### src/sv/itoa_pkg.sv
// itoa_pkg: shared constants, state and command/status types for the
// signed integer to decimal ascii block; no dependencies
package itoa_pkg;

    localparam int unsigned ValueWidth = 32;
    localparam int unsigned MaxDigits  = 10;
    localparam int unsigned IdxWidth   = $clog2(MaxDigits + 1);

    // floor(x / 10) == (x * RecipTen) >> RecipShift for every 32-bit x
    localparam logic [31:0] RecipTen   = 32'hCCCC_CCCD;
    localparam int unsigned RecipShift = 35;

    localparam logic [7:0] AsciiZero  = 8'h30;
    localparam logic [7:0] AsciiMinus = 8'h2D;

    typedef enum logic [2:0] {
        S_IDLE,
        S_MUL,
        S_DIV,
        S_SIGN,
        S_DIGIT
    } t_state;

    typedef struct packed {
        logic load;
        logic mul;
        logic div;
        logic pop;
        logic show_sign;
    } t_dp_cmd;

    typedef struct packed {
        logic negative;
        logic quot_zero;
        logic digits_full;
        logic last_digit;
    } t_dp_status;

endpackage

### src/sv/itoa_dp.sv
// itoa_dp: datapath, magnitude register, reciprocal divide by ten and
// digit store; depends on itoa_pkg
module itoa_dp (
    input  logic                 i_clk,
    input  logic                 i_rst_n,
    input  itoa_pkg::t_dp_cmd    i_cmd,
    input  logic [31:0]          i_value,
    output itoa_pkg::t_dp_status o_status,
    output logic [7:0]           o_text_char,
    output logic                 o_last_char
);
    import itoa_pkg::*;

    logic [ValueWidth-1:0]   r_mag;
    logic [2*ValueWidth-1:0] r_prod;
    logic                    r_neg;
    logic [3:0]              r_digits [MaxDigits];
    logic [IdxWidth-1:0]     r_ndig;

    logic [ValueWidth-1:0]            w_load_mag;
    logic [ValueWidth-RecipShift+31:0] w_quot;
    logic [ValueWidth-1:0]            w_quot_x10;
    logic [ValueWidth-1:0]            w_rem;
    logic [IdxWidth-1:0]              w_rd_idx;

    assign w_load_mag = i_value[31] ? (32'd0 - i_value) : i_value;
    assign w_quot     = r_prod[2*ValueWidth-1:RecipShift];
    assign w_quot_x10 = ValueWidth'({w_quot, 3'b000}) + ValueWidth'({w_quot, 1'b0});
    assign w_rem      = r_mag - w_quot_x10;
    assign w_rd_idx   = r_ndig - IdxWidth'(1);

    always_ff @(posedge i_clk) begin
        if (i_cmd.load) begin
            r_mag <= w_load_mag;
            r_neg <= i_value[31];
        end
        if (i_cmd.mul) begin
            r_prod <= 64'(r_mag) * 64'(RecipTen);
        end
        if (i_cmd.div) begin
            r_mag <= ValueWidth'(w_quot);
            r_digits[r_ndig[3:0]] <= w_rem[3:0];
        end
    end

    always_ff @(posedge i_clk) begin
        if (!i_rst_n) begin
            r_ndig <= '0;
        end else if (i_cmd.load) begin
            r_ndig <= '0;
        end else if (i_cmd.div) begin
            r_ndig <= r_ndig + IdxWidth'(1);
        end else if (i_cmd.pop) begin
            r_ndig <= w_rd_idx;
        end
    end

    always_comb begin
        o_status.negative    = r_neg;
        o_status.quot_zero   = (w_quot == '0);
        o_status.digits_full = (r_ndig == IdxWidth'(MaxDigits - 1));
        o_status.last_digit  = (r_ndig == IdxWidth'(1));
        if (i_cmd.show_sign) begin
            o_text_char = AsciiMinus;
            o_last_char = 1'b0;
        end else begin
            o_text_char = AsciiZero + {4'b0000, r_digits[w_rd_idx[3:0]]};
            o_last_char = (r_ndig == IdxWidth'(1));
        end
    end

    a_rem_below_ten: assert property (@(posedge i_clk) disable iff (!i_rst_n)
        i_cmd.div |-> (w_rem < 32'd10))
        else $error("remainder of divide by ten out of range");

    a_pop_has_digit: assert property (@(posedge i_clk) disable iff (!i_rst_n)
        i_cmd.pop |-> (r_ndig != '0) && (r_ndig <= IdxWidth'(MaxDigits)))
        else $error("digit popped from empty store");

endmodule

### src/sv/itoa_ctrl.sv
// itoa_ctrl: controller state machine sequencing load, divide and emit;
// depends on itoa_pkg
module itoa_ctrl (
    input  logic                 i_clk,
    input  logic                 i_rst_n,
    input  logic                 i_valid,
    output logic                 o_ready,
    output logic                 o_valid,
    input  logic                 i_ready,
    input  itoa_pkg::t_dp_status i_status,
    output itoa_pkg::t_dp_cmd    o_cmd
);
    import itoa_pkg::*;

    t_state r_state;
    t_state n_state;

    always_ff @(posedge i_clk) begin
        if (!i_rst_n) begin
            r_state <= S_IDLE;
        end else begin
            r_state <= n_state;
        end
    end

    always_comb begin
        n_state = r_state;
        unique case (r_state)
            S_IDLE: begin
                if (i_valid) n_state = S_MUL;
            end
            S_MUL: begin
                n_state = S_DIV;
            end
            S_DIV: begin
                if (i_status.quot_zero || i_status.digits_full) begin
                    n_state = i_status.negative ? S_SIGN : S_DIGIT;
                end else begin
                    n_state = S_MUL;
                end
            end
            S_SIGN: begin
                if (i_ready) n_state = S_DIGIT;
            end
            S_DIGIT: begin
                if (i_ready && i_status.last_digit) n_state = S_IDLE;
            end
            default: n_state = S_IDLE;
        endcase
    end

    always_comb begin
        o_cmd   = '0;
        o_ready = 1'b0;
        o_valid = 1'b0;
        unique case (r_state)
            S_IDLE: begin
                o_ready    = 1'b1;
                o_cmd.load = i_valid;
            end
            S_MUL: begin
                o_cmd.mul = 1'b1;
            end
            S_DIV: begin
                o_cmd.div = 1'b1;
            end
            S_SIGN: begin
                o_valid         = 1'b1;
                o_cmd.show_sign = 1'b1;
            end
            S_DIGIT: begin
                o_valid   = 1'b1;
                o_cmd.pop = i_ready;
            end
            default: begin
                o_ready = 1'b0;
            end
        endcase
    end

    a_one_side_busy: assert property (@(posedge i_clk) disable iff (!i_rst_n)
        !(o_valid && o_ready))
        else $error("input taken while characters pending");

    a_load_then_mul: assert property (@(posedge i_clk) disable iff (!i_rst_n)
        (i_valid && o_ready) |=> (r_state == S_MUL))
        else $error("accepted request did not start conversion");

endmodule

### src/sv/signed_integer_to_decimal_ascii_top.sv
// signed_integer_to_decimal_ascii_top: signed 32-bit integer to decimal
// ascii text; depends on itoa_pkg, itoa_ctrl and itoa_dp
//
// input channel: i_valid / o_ready with i_value (two's complement)
// output channel: o_valid / i_ready with o_text_char and o_last_char
// each request produces 1 to 11 characters, most significant first: '-' for
// a negative value, then the digits with no leading zeros; o_last_char marks
// the final character of the run
// the magnitude is divided by ten with a 32x32 reciprocal multiply, each
// digit taking a multiply step and then a quotient and remainder step;
// digits are stored and then emitted one per cycle while i_ready is high
// the first character is offered only once all of the digits (1 to 10)
// have been produced
// one request is in flight at a time; o_ready is high only while idle
// a stall on i_ready holds the current character and mark unchanged
// reset returns the block to idle and drops any run in progress
module signed_integer_to_decimal_ascii_top (
    input  logic        i_clk,
    input  logic        i_rst_n,
    input  logic        i_valid,
    output logic        o_ready,
    input  logic [31:0] i_value,
    output logic        o_valid,
    input  logic        i_ready,
    output logic [7:0]  o_text_char,
    output logic        o_last_char
);
    import itoa_pkg::*;

    t_dp_cmd    w_cmd;
    t_dp_status w_status;

    itoa_ctrl u_ctrl (
        .i_clk    (i_clk),
        .i_rst_n  (i_rst_n),
        .i_valid  (i_valid),
        .o_ready  (o_ready),
        .o_valid  (o_valid),
        .i_ready  (i_ready),
        .i_status (w_status),
        .o_cmd    (w_cmd)
    );

    itoa_dp u_dp (
        .i_clk       (i_clk),
        .i_rst_n     (i_rst_n),
        .i_cmd       (w_cmd),
        .i_value     (i_value),
        .o_status    (w_status),
        .o_text_char (o_text_char),
        .o_last_char (o_last_char)
    );

endmodule

### config.mk
export PLATFORM = sky130hd
export DESIGN_NAME = signed_integer_to_decimal_ascii_top
export DESIGN_NICKNAME = d
export VERILOG_FILES = /design/src/sv/itoa_pkg.sv /design/src/sv/itoa_dp.sv /design/src/sv/itoa_ctrl.sv /design/src/sv/signed_integer_to_decimal_ascii_top.sv
export SDC_FILE = /design/constraint.sdc
export NUM_CORES = 1
export LEC_CHECK = 0
export BUFFER_PORTS_ARGS = -buffer_cell sky130_fd_sc_hd__buf_4
export CORE_ASPECT_RATIO = 1.1
export CORE_UTILIZATION = 40
export CTS_BUF_LIST = sky130_fd_sc_hd__clkbuf_16
export CTS_CLUSTER_SIZE = 25
export DETAILED_ROUTE_END_ITERATION = 8
export HOLD_SLACK_MARGIN = 0.03
export PLACE_DENSITY_LB_ADDON = 0.12
export RECOVER_POWER = 50
export SYNTH_ARGS = -nofsm -noshare
export SYNTH_HDL_FRONTEND = slang
export SYNTH_SLANG_ARGS = --single-unit
### constraint.sdc
create_clock -name i_clk -period 10 [get_ports i_clk]
set_clock_uncertainty 0.05 [all_clocks]
set_input_delay 0.5 -clock i_clk [delete_from_list [all_inputs] [get_ports i_clk]]
set_output_delay 0.5 -clock i_clk [all_outputs]
set_load 0.03 [all_outputs]
==> run metrics, run 1 <==
post_cts resized 0; area of the core 53,600 µm²; Avg Cell Area, Syn 10.4 µm²; sequential area share after synthesis 14.6%; Num Clock Sinks 109; commonest non-fill, non-tap cell in the layout inv_1; # port buffers 43; cts hold-fix bufs 0; failing checks max-capacitance violations, max-slew violations; antenna-violating nets left 0; post-synthesis mux area share 1.31%; vias in the first global route 15,800; ys flop type edfxtp_1; cts bufs inserted 9; Synth Area in Compound Gates 6.95%; adder-cell share of the synthesized area 56.3%; die area 55,200 µm²; Tmin final 8.59 ns; initial antenna violation count 1; Worst slew margin -53.7%; max_cap viols 3; pins over their slew limit 128; status finished, violations left; met2 Use GR 41.8%; Syn Std Cell Area 21,700 µm²; routed len/inst 22.7 µm; startpoint types flop; filler cell count 5,206; Ports 47; Total Nets Final 2,888; largest net degree at the start of global routing 68; Via Count 14,400; maximum clock insertion buffer count 2; FF+latch count, synth 109; Initial Util 40.5%; chip height 246 µm; Reg clk slew, reported paths 0.09 ns; first-pass GRT wire length 98,800 µm; CTS tree built; multi-input logic area 16,300 µm²; main combinational cell family by area after synthesis adder cells; share of cells above drive strength 1 3.79%; initial DRC count 822; cell count after synthesis 2,083; Antenna Cells 0; most frequent cells in the layout 554 x inv_1, 387 x fa_1, 358 x ha_1, 105 x nand2_1, 99 x edfxtp_1; YS warnings 0; Max Clk Rate 116 MHz; Yosys cell types 65; Setup-failing EPs final 0; Post-Synth XOR/XNOR Area 4.52%; Hold/Removal Path Class primary input to flop; Top Usage Layer GRT met2; DP Wirelength 57,700 µm; die width 224 µm; Worst Setup SP u_dp.r_mag[16]; RSZ-0062 raised after global routing no; number of synthesized flops with an enable pin 99; 1st-pass router iterations 5; Worst setup EP type flop; final hold violations 0; Routability Congestion 0.949; FF+latch area 3170 µm²; Worst EP arrival 8.68 ns; total congestion overflow 0; later-pin clock latency in the skew report 0.39 ns; Vias/cell 5.09; met3 GRT Util 2.10%; Final Cycle Share 85.9%; routed wire length 64,400 µm; FP Rows 89; post-synthesis async set-or-reset flop share 0%; setup bufs post-CTS 0; CP max FO 6; Critical Path RT 10.09 ns; Reg2Reg Launch Point u_dp.r_mag[16]; simple-gate share of the synthesized area 5.97%; Setup CP Type flop to flop; GRT Overall Usage 24.6%; Worst Max-Slew Pin Slew 2.31 ns; clk root buf clkbuf_16; grt met1 use 33.5%; Layout area overhead 6.57%; TNS Setup 0 ns; Hold Startpoint i_rst_n; H-Tree Depth 3; DRC 0
-- sequential cells by signal, summed over array words and instances, names as in the netlist --
register / cells
u_dp.r_digits: 40
u_dp.r_mag: 32
u_dp.r_prod: 29
u_dp.r_ndig: 4
u_ctrl.r_state: 3
u_dp.r_neg: 1
-- routing by layer --
| metal | up-vias | share of wire (%) | routed length [µm] |
|---|---|---|---|
| met2 | 317 | 49 | 31700 |
| met3 | 58 | 3.2 | 2090 |
| met4 | 0 | 2.9 | 1850 |
| li1 | 6663 | - | - |
| met5 | - | 0 | 0 |
| met1 | 7407 | 45 | 28800 |
-- final timing paths --
kind                       endpoint  slack, ns  cells after the start
setup reg to reg    u_dp.r_prod[63]       1.41                     25
setup / recovery    u_dp.r_prod[63]       1.41                     25
hold / removal    u_ctrl.r_state[0]       0.29                      2
hold reg to reg       u_dp.r_mag[9]       0.50                      2
-- stage by stage --
stage	cell area, µm²	setup slack (ns)	instances	utilization [%]	hold slack, ns
after floorplan	21700	2.94	2084	-	0.455
after global placement	22800	1.42	2824	42.6	0.484
after detailed placement	22800	1.44	2824	42.6	0.495
after CTS	23200	1.39	2840	43.2	0.277
after global routing	23100	1.08	2840	43.2	0.295
final	23100	1.41	2840	43.2	0.289
-- cell families after synthesis --
kind of cell,count (synthesis)
buf+inv,589
mux,18
fa+ha+maj,745
xor+xnor,112
compound gates,243
simple gates,265
other cells,2
flops,109
-- final cells by class --
cell class	count	share of cell area [%]
multi-input cells	1386	70.5
repair buffers	47	1.41
flip-flops and latches	109	13.7
well taps	728	3.94
clock inverters	7	0.427
clock buffers	9	0.974
inverters	554	8.99
-- worst max-delay path, cell delays in order, from the launching register on --
cell and delay, ns:
edfxtp_1 0.55, ha_1 0.59, ha_1 0.36, fa_1 0.51, inv_1 0.06, fa_1 0.54
inv_1 0.11, fa_1 0.53, inv_1 0.06, fa_1 0.54, inv_1 0.05, fa_1 0.49
inv_1 0.05, fa_1 0.48, inv_1 0.04, ha_1 0.22, a21oi_1 0.21, o21ai_0 0.25
a311oi_1 0.73, a211oi_1 0.17, nor2_1 0.30, buf_4 0.23, o21ai_0 0.24, or4b_2 0.69
a31oi_1 0.23, xnor2_1 0.08
-- synthesized netlist by cell type, drive strengths merged, types with 6 or more instances --
| library cell | number | area [µm²] |
|---|---|---|
| clkbuf | 30 | 113 |
| edfxtp | 99 | 2970 |
| o31ai | 11 | 82.6 |
| mux4 | 8 | 180 |
| or2 | 6 | 37.5 |
| o41ai | 6 | 60.1 |
| nor4 | 8 | 50.1 |
| and3 | 11 | 68.8 |
| nor3 | 13 | 65.1 |
| nor2 | 43 | 161 |
| mux2i | 6 | 60.1 |
| xor2 | 70 | 613 |
| nand2 | 105 | 394 |
| and2 | 16 | 100 |
| o21a | 6 | 45.0 |
| ha | 358 | 4480 |
| xnor2 | 42 | 368 |
| dfxtp | 10 | 200 |
| a31oi | 7 | 43.8 |
| fa | 387 | 7750 |
| o21ai | 75 | 375 |
| inv | 554 | 2080 |
| or4 | 7 | 56.3 |
| a21o | 30 | 225 |
| a21oi | 68 | 340 |
| o21bai | 10 | 75.1 |
| nand3 | 16 | 80.1 |
| nand4 | 14 | 87.6 |
| nor2b | 6 | 37.5 |
Power of run 1 is left out: the tool's default activity adds up to more than one toggle a clock period on the data nets, which glitch-free logic cannot reach.
==> run 2, diff against run 1 <==
--- a/config.mk
+++ b/config.mk
@@ -7,7 +7,7 @@
 export LEC_CHECK = 0
 export BUFFER_PORTS_ARGS = -buffer_cell sky130_fd_sc_hd__buf_4
 export CORE_ASPECT_RATIO = 1.1
-export CORE_UTILIZATION = 40
+export CORE_UTILIZATION = 60
 export CTS_BUF_LIST = sky130_fd_sc_hd__clkbuf_16
 export CTS_CLUSTER_SIZE = 25
 export DETAILED_ROUTE_END_ITERATION = 8
==> run metrics, run 2 (synthesis results as in run 1) <==
status finished, violations left; failing checks max-capacitance violations, max-slew violations; initial antenna violation count 0; commonest non-fill, non-tap cell in the layout inv_1; CP max FO 6; RSZ-0062 raised after global routing no; cts bufs inserted 9; routed len/inst 23.5 µm; Final Util 64.4%; critical path endpoint u_dp.r_prod[63]; GRT Overall Usage 35.2%; die width 183 µm; CP cell instances ha_1, ha_1, fa_1, inv_1, fa_1, inv_1, fa_1, fa_1, fa_1, inv_1, fa_1, inv_1, ha_1, a21oi_1, o21ai_0, a311oi_1, a211oi_1, nor2_1, o21ai_0, or4b_2, a31oi_1, xnor2_1; Worst setup EP type flop; # port buffers 43; DRC 0; Worst slew margin -79.4%; Setup CP Type flop to flop; Routability Congestion 0.984; Worst Max-Slew Pin Slew 2.69 ns; Critical Path RT 10.05 ns; die area 36,900 µm²; Worst Setup SP u_dp.r_mag[17]; Setup-failing EPs final 0; clk root buf clkbuf_16; Initial Util 61.3%; post_cts resized 0; TNS Setup 0 ns; Via Count 14,800; most used cell, CP fa_1; max_cap viols 3; Reg2Reg Launch Point u_dp.r_mag[17]; Ports 47; FP Rows 72; later-pin clock latency in the skew report 0.37 ns; most frequent cells in the layout 554 x inv_1, 387 x fa_1, 358 x ha_1, 105 x nand2_1, 99 x edfxtp_1; chip height 201 µm; Final Cycle Share 84.3%; Reg clk slew, reported paths 0.10 ns; cts hold-fix bufs 0; area of the core 35,400 µm²; Num Clock Sinks 109; first-pass GRT wire length 94,300 µm; Hold/Removal Path Class primary input to flop; antenna-violating nets left 0; Max Clk Rate 119 MHz; r2r setup slk 1.57 ns; Reg2Reg Depth 22; DP Wirelength 54,500 µm; setup bufs post-CTS 0; Worst path top cell family by delay adder cells; routed wire length 61,000 µm; reg-to-reg endpoint u_dp.r_prod[63]; Tmin final 8.43 ns; largest net degree at the start of global routing 68; Worst EP arrival 8.48 ns; CTS tree built; share of cells above drive strength 1 3.79%; pins over their slew limit 128; vias in the first global route 15,900; H-Tree Depth 3; Buf+Inv Stages, Crit Path 4; CP peak stage delay 0.70 ns; total congestion overflow 0; Antenna Cells 0; 1st-pass router iterations 5; max FFs per register 40; final hold violations 0; CP Depth 22; maximum clock insertion buffer count 2; Total Nets Final 2,888; Crit-path slowest cell or4b_2; startpoint types flop; Vias/cell 5.70; initial DRC count 976; Layout area overhead 5.08%
-- run 2: final cells by class --
class | count | area [µm²]
Sequential cell | 109 | 3170
Clock inverter | 7 | 81.3
Multi-Input combinational cell | 1386 | 16300
Tap cell | 481 | 602
Fill cell | 2940 | 12600
Inverter | 554 | 2080
Clock buffer | 9 | 225
Timing Repair Buffer | 47 | 330
-- run 2: routing by layer --
metal,up-vias,global-route usage (%),wire (µm)
met4,0,12.9,2540
met3,108,7.42,4890
met1,7431,49.2,26100
li1,6661,-,-
met5,-,0,0
met2,583,54.0,27500
-- run 2: worst min path at each step --
stage / start / endpoint / cells after the start
5_1_grt: i_rst_n / u_ctrl.r_state[0] / 2
3_5_place_dp: u_dp.r_mag[31] / u_dp.r_mag[31] / 2
4_1_cts: i_rst_n / u_ctrl.r_state[0] / 2
2_1_floorplan: u_dp.r_ndig[1] / u_dp.r_ndig[1] / 2
6_report: i_rst_n / u_ctrl.r_state[0] / 2
3_3_place_gp: u_dp.r_mag[31] / u_dp.r_mag[31] / 2
-- run 2: per-stage QoR --
step / instances / setup WS [ns] / hold slack, ns / instance area [µm²]
3_3_place_gp: 2577 / 1.69 / 0.427 / 22500
6_report: 2593 / 1.57 / 0.303 / 22800
2_1_floorplan: 2084 / 2.94 / 0.455 / 21700
4_1_cts: 2593 / 1.68 / 0.302 / 22800
5_1_grt: 2593 / 1.32 / 0.315 / 22800
3_5_place_dp: 2577 / 1.74 / 0.442 / 22500
Power of run 2 is left out for the same reason.
==> run 3, diff against run 2 <==
==> constraint.sdc (replaced) <==
create_clock -name i_clk -period 7.4 [get_ports i_clk]
set_clock_uncertainty 0.05 [all_clocks]
set_input_delay 0.37 -clock i_clk [delete_from_list [all_inputs] [get_ports i_clk]]
set_output_delay 0.37 -clock i_clk [all_outputs]
set_load 0.03 [all_outputs]
==> run metrics, run 3 (synthesis results as in run 1) <==
initial antenna violation count 0; Worst slew margin -79.8%; clk root buf clkbuf_16; Reg2Reg Launch Point u_dp.r_mag[23]; status finished, violations left; routed len/inst 21.7 µm; CP max FO 5; die area 36,900 µm²; Hold/Removal Path Class primary input to flop; total congestion overflow 0; CP peak stage delay 0.72 ns; area of the core 35,400 µm²; failing checks max-capacitance violations, max-slew violations; Max Clk Rate 137 MHz; Buf+Inv Stages, Crit Path 6; Hold Startpoint i_rst_n; largest net degree at the start of global routing 68; DP Wirelength 56,000 µm; vias in the first global route 17,400; final setup margin 0.108 ns; worst hold endpoint u_ctrl.r_state[2]; RSZ-0062 raised after global routing yes; Final Cycle Share 98.5%; later-pin clock latency in the skew report 0.39 ns; Vias/cell 5.57; Ports 47; filler cell count 2,719; pins over their slew limit 128; FP Rows 72; FF+latch area 3170 µm²; DRC 0; Worst setup EP type flop; initial DRC count 1,254; reg-to-reg endpoint u_dp.r_prod[48]; share of cells above drive strength 1 16.5%; Routability Congestion 1.02; GRT Overall Usage 36.4%; first-pass GRT wire length 98,700 µm; Setup-failing EPs final 0; Tmin final 7.29 ns; Initial Util 61.3%; 1st-pass router iterations 5; startpoint types flop; die width 183 µm; Worst path top cell family by delay adder cells; maximum clock insertion buffer count 2; Layout area overhead 16.1%; max FFs per register 40; Worst Max-Slew Pin Slew 2.69 ns; most used cell, CP fa_1; Hold Path Cell Cnt 2; max_cap viols 3; antenna-violating nets left 0; CTS tree built; most frequent cells in the layout 553 x inv_1, 386 x fa_1, 342 x ha_1, 320 x buf_4, 104 x nand2_1; r2r setup slk 0.11 ns; Critical Path RT 7.48 ns; CP cell instances ha_2, inv_1, fa_1, inv_1, fa_1, fa_1, inv_1, fa_1, fa_1, inv_1, fa_1, ha_1, ha_1, nand2_1, nor3_2, nand3_2, a211oi_4, nor2_4, buf_4, buf_4, o31ai_2, nand2_1, o31a_1, xnor2_1; cts bufs inserted 9; Reg2Reg Depth 24; Total Nets Final 3,169; chip height 201 µm; Setup CP Type flop to flop; Crit-path slowest cell fa_1; # port buffers 43; Via Count 16,000; multi-input logic area 16,600 µm²; Num Clock Sinks 109; Reg clk slew, reported paths 0.10 ns; Worst EP arrival 7.37 ns; H-Tree Depth 3; dpl ws -0.322 ns; routed wire length 62,500 µm; final hold violations 0; commonest non-fill, non-tap cell in the layout inv_1
[run 3: repair_timing]
item,4_1_cts,5_1_grt
setup endpoints to repair,16,17
pin swaps,2,11
hold buffers,0,0
resized for setup,5,42
buffers inserted,1,8
[run 3: how the worst max path moves through the flow]
stage                        start              end  slack (ns)  depth (start not counted)
floorplan           u_dp.r_mag[18]  u_dp.r_prod[60]        0.34                         24
global placement    u_dp.r_mag[10]  u_dp.r_prod[53]       -0.21                         24
detailed placement   u_dp.r_mag[8]  u_dp.r_prod[63]       -0.32                         23
CTS                 u_dp.r_mag[19]  u_dp.r_prod[53]      -0.003                         26
global route        u_dp.r_mag[16]  u_dp.r_prod[48]       -0.14                         24
finish              u_dp.r_mag[23]  u_dp.r_prod[48]        0.11                         24
[run 3: area by class of cell]
cell class | count | share of cell area (%)
Clock inverter | 7 | 0.358
Tap cell | 481 | 2.39
Inverter | 554 | 8.27
Timing Repair Buffer | 328 | 9.66
Multi-Input combinational cell | 1386 | 65.8
Clock buffer | 9 | 0.894
Antenna cell | 1 | 0.00993
Sequential cell | 109 | 12.6
[run 3: routing by layer]
layer	share of wire [%]	up-vias	GRT usage, %
met3	9.3	120	6.61
li1	-	7233	-
met2	46	670	57.5
met5	0	-	0
met1	41	7993	51.3
met4	3.5	0	10.9
[run 3: per-stage QoR]
stage / hold slack (ns) / util, % / std cells / cell area, µm² / TNS [ns]
2_1_floorplan: 0.419 / - / 2084 / 21700 / 0
3_3_place_gp: 0.479 / 69.4 / 2849 / 24600 / -1.09
3_5_place_dp: 0.494 / 69.4 / 2849 / 24600 / -1.89
4_1_cts: 0.152 / 70.4 / 2866 / 24900 / -0.00315
5_1_grt: 0.169 / 71.1 / 2874 / 25200 / -0.301
6_report: 0.157 / 71.1 / 2875 / 25200 / 0
Power of run 3 is left out for the same reason.
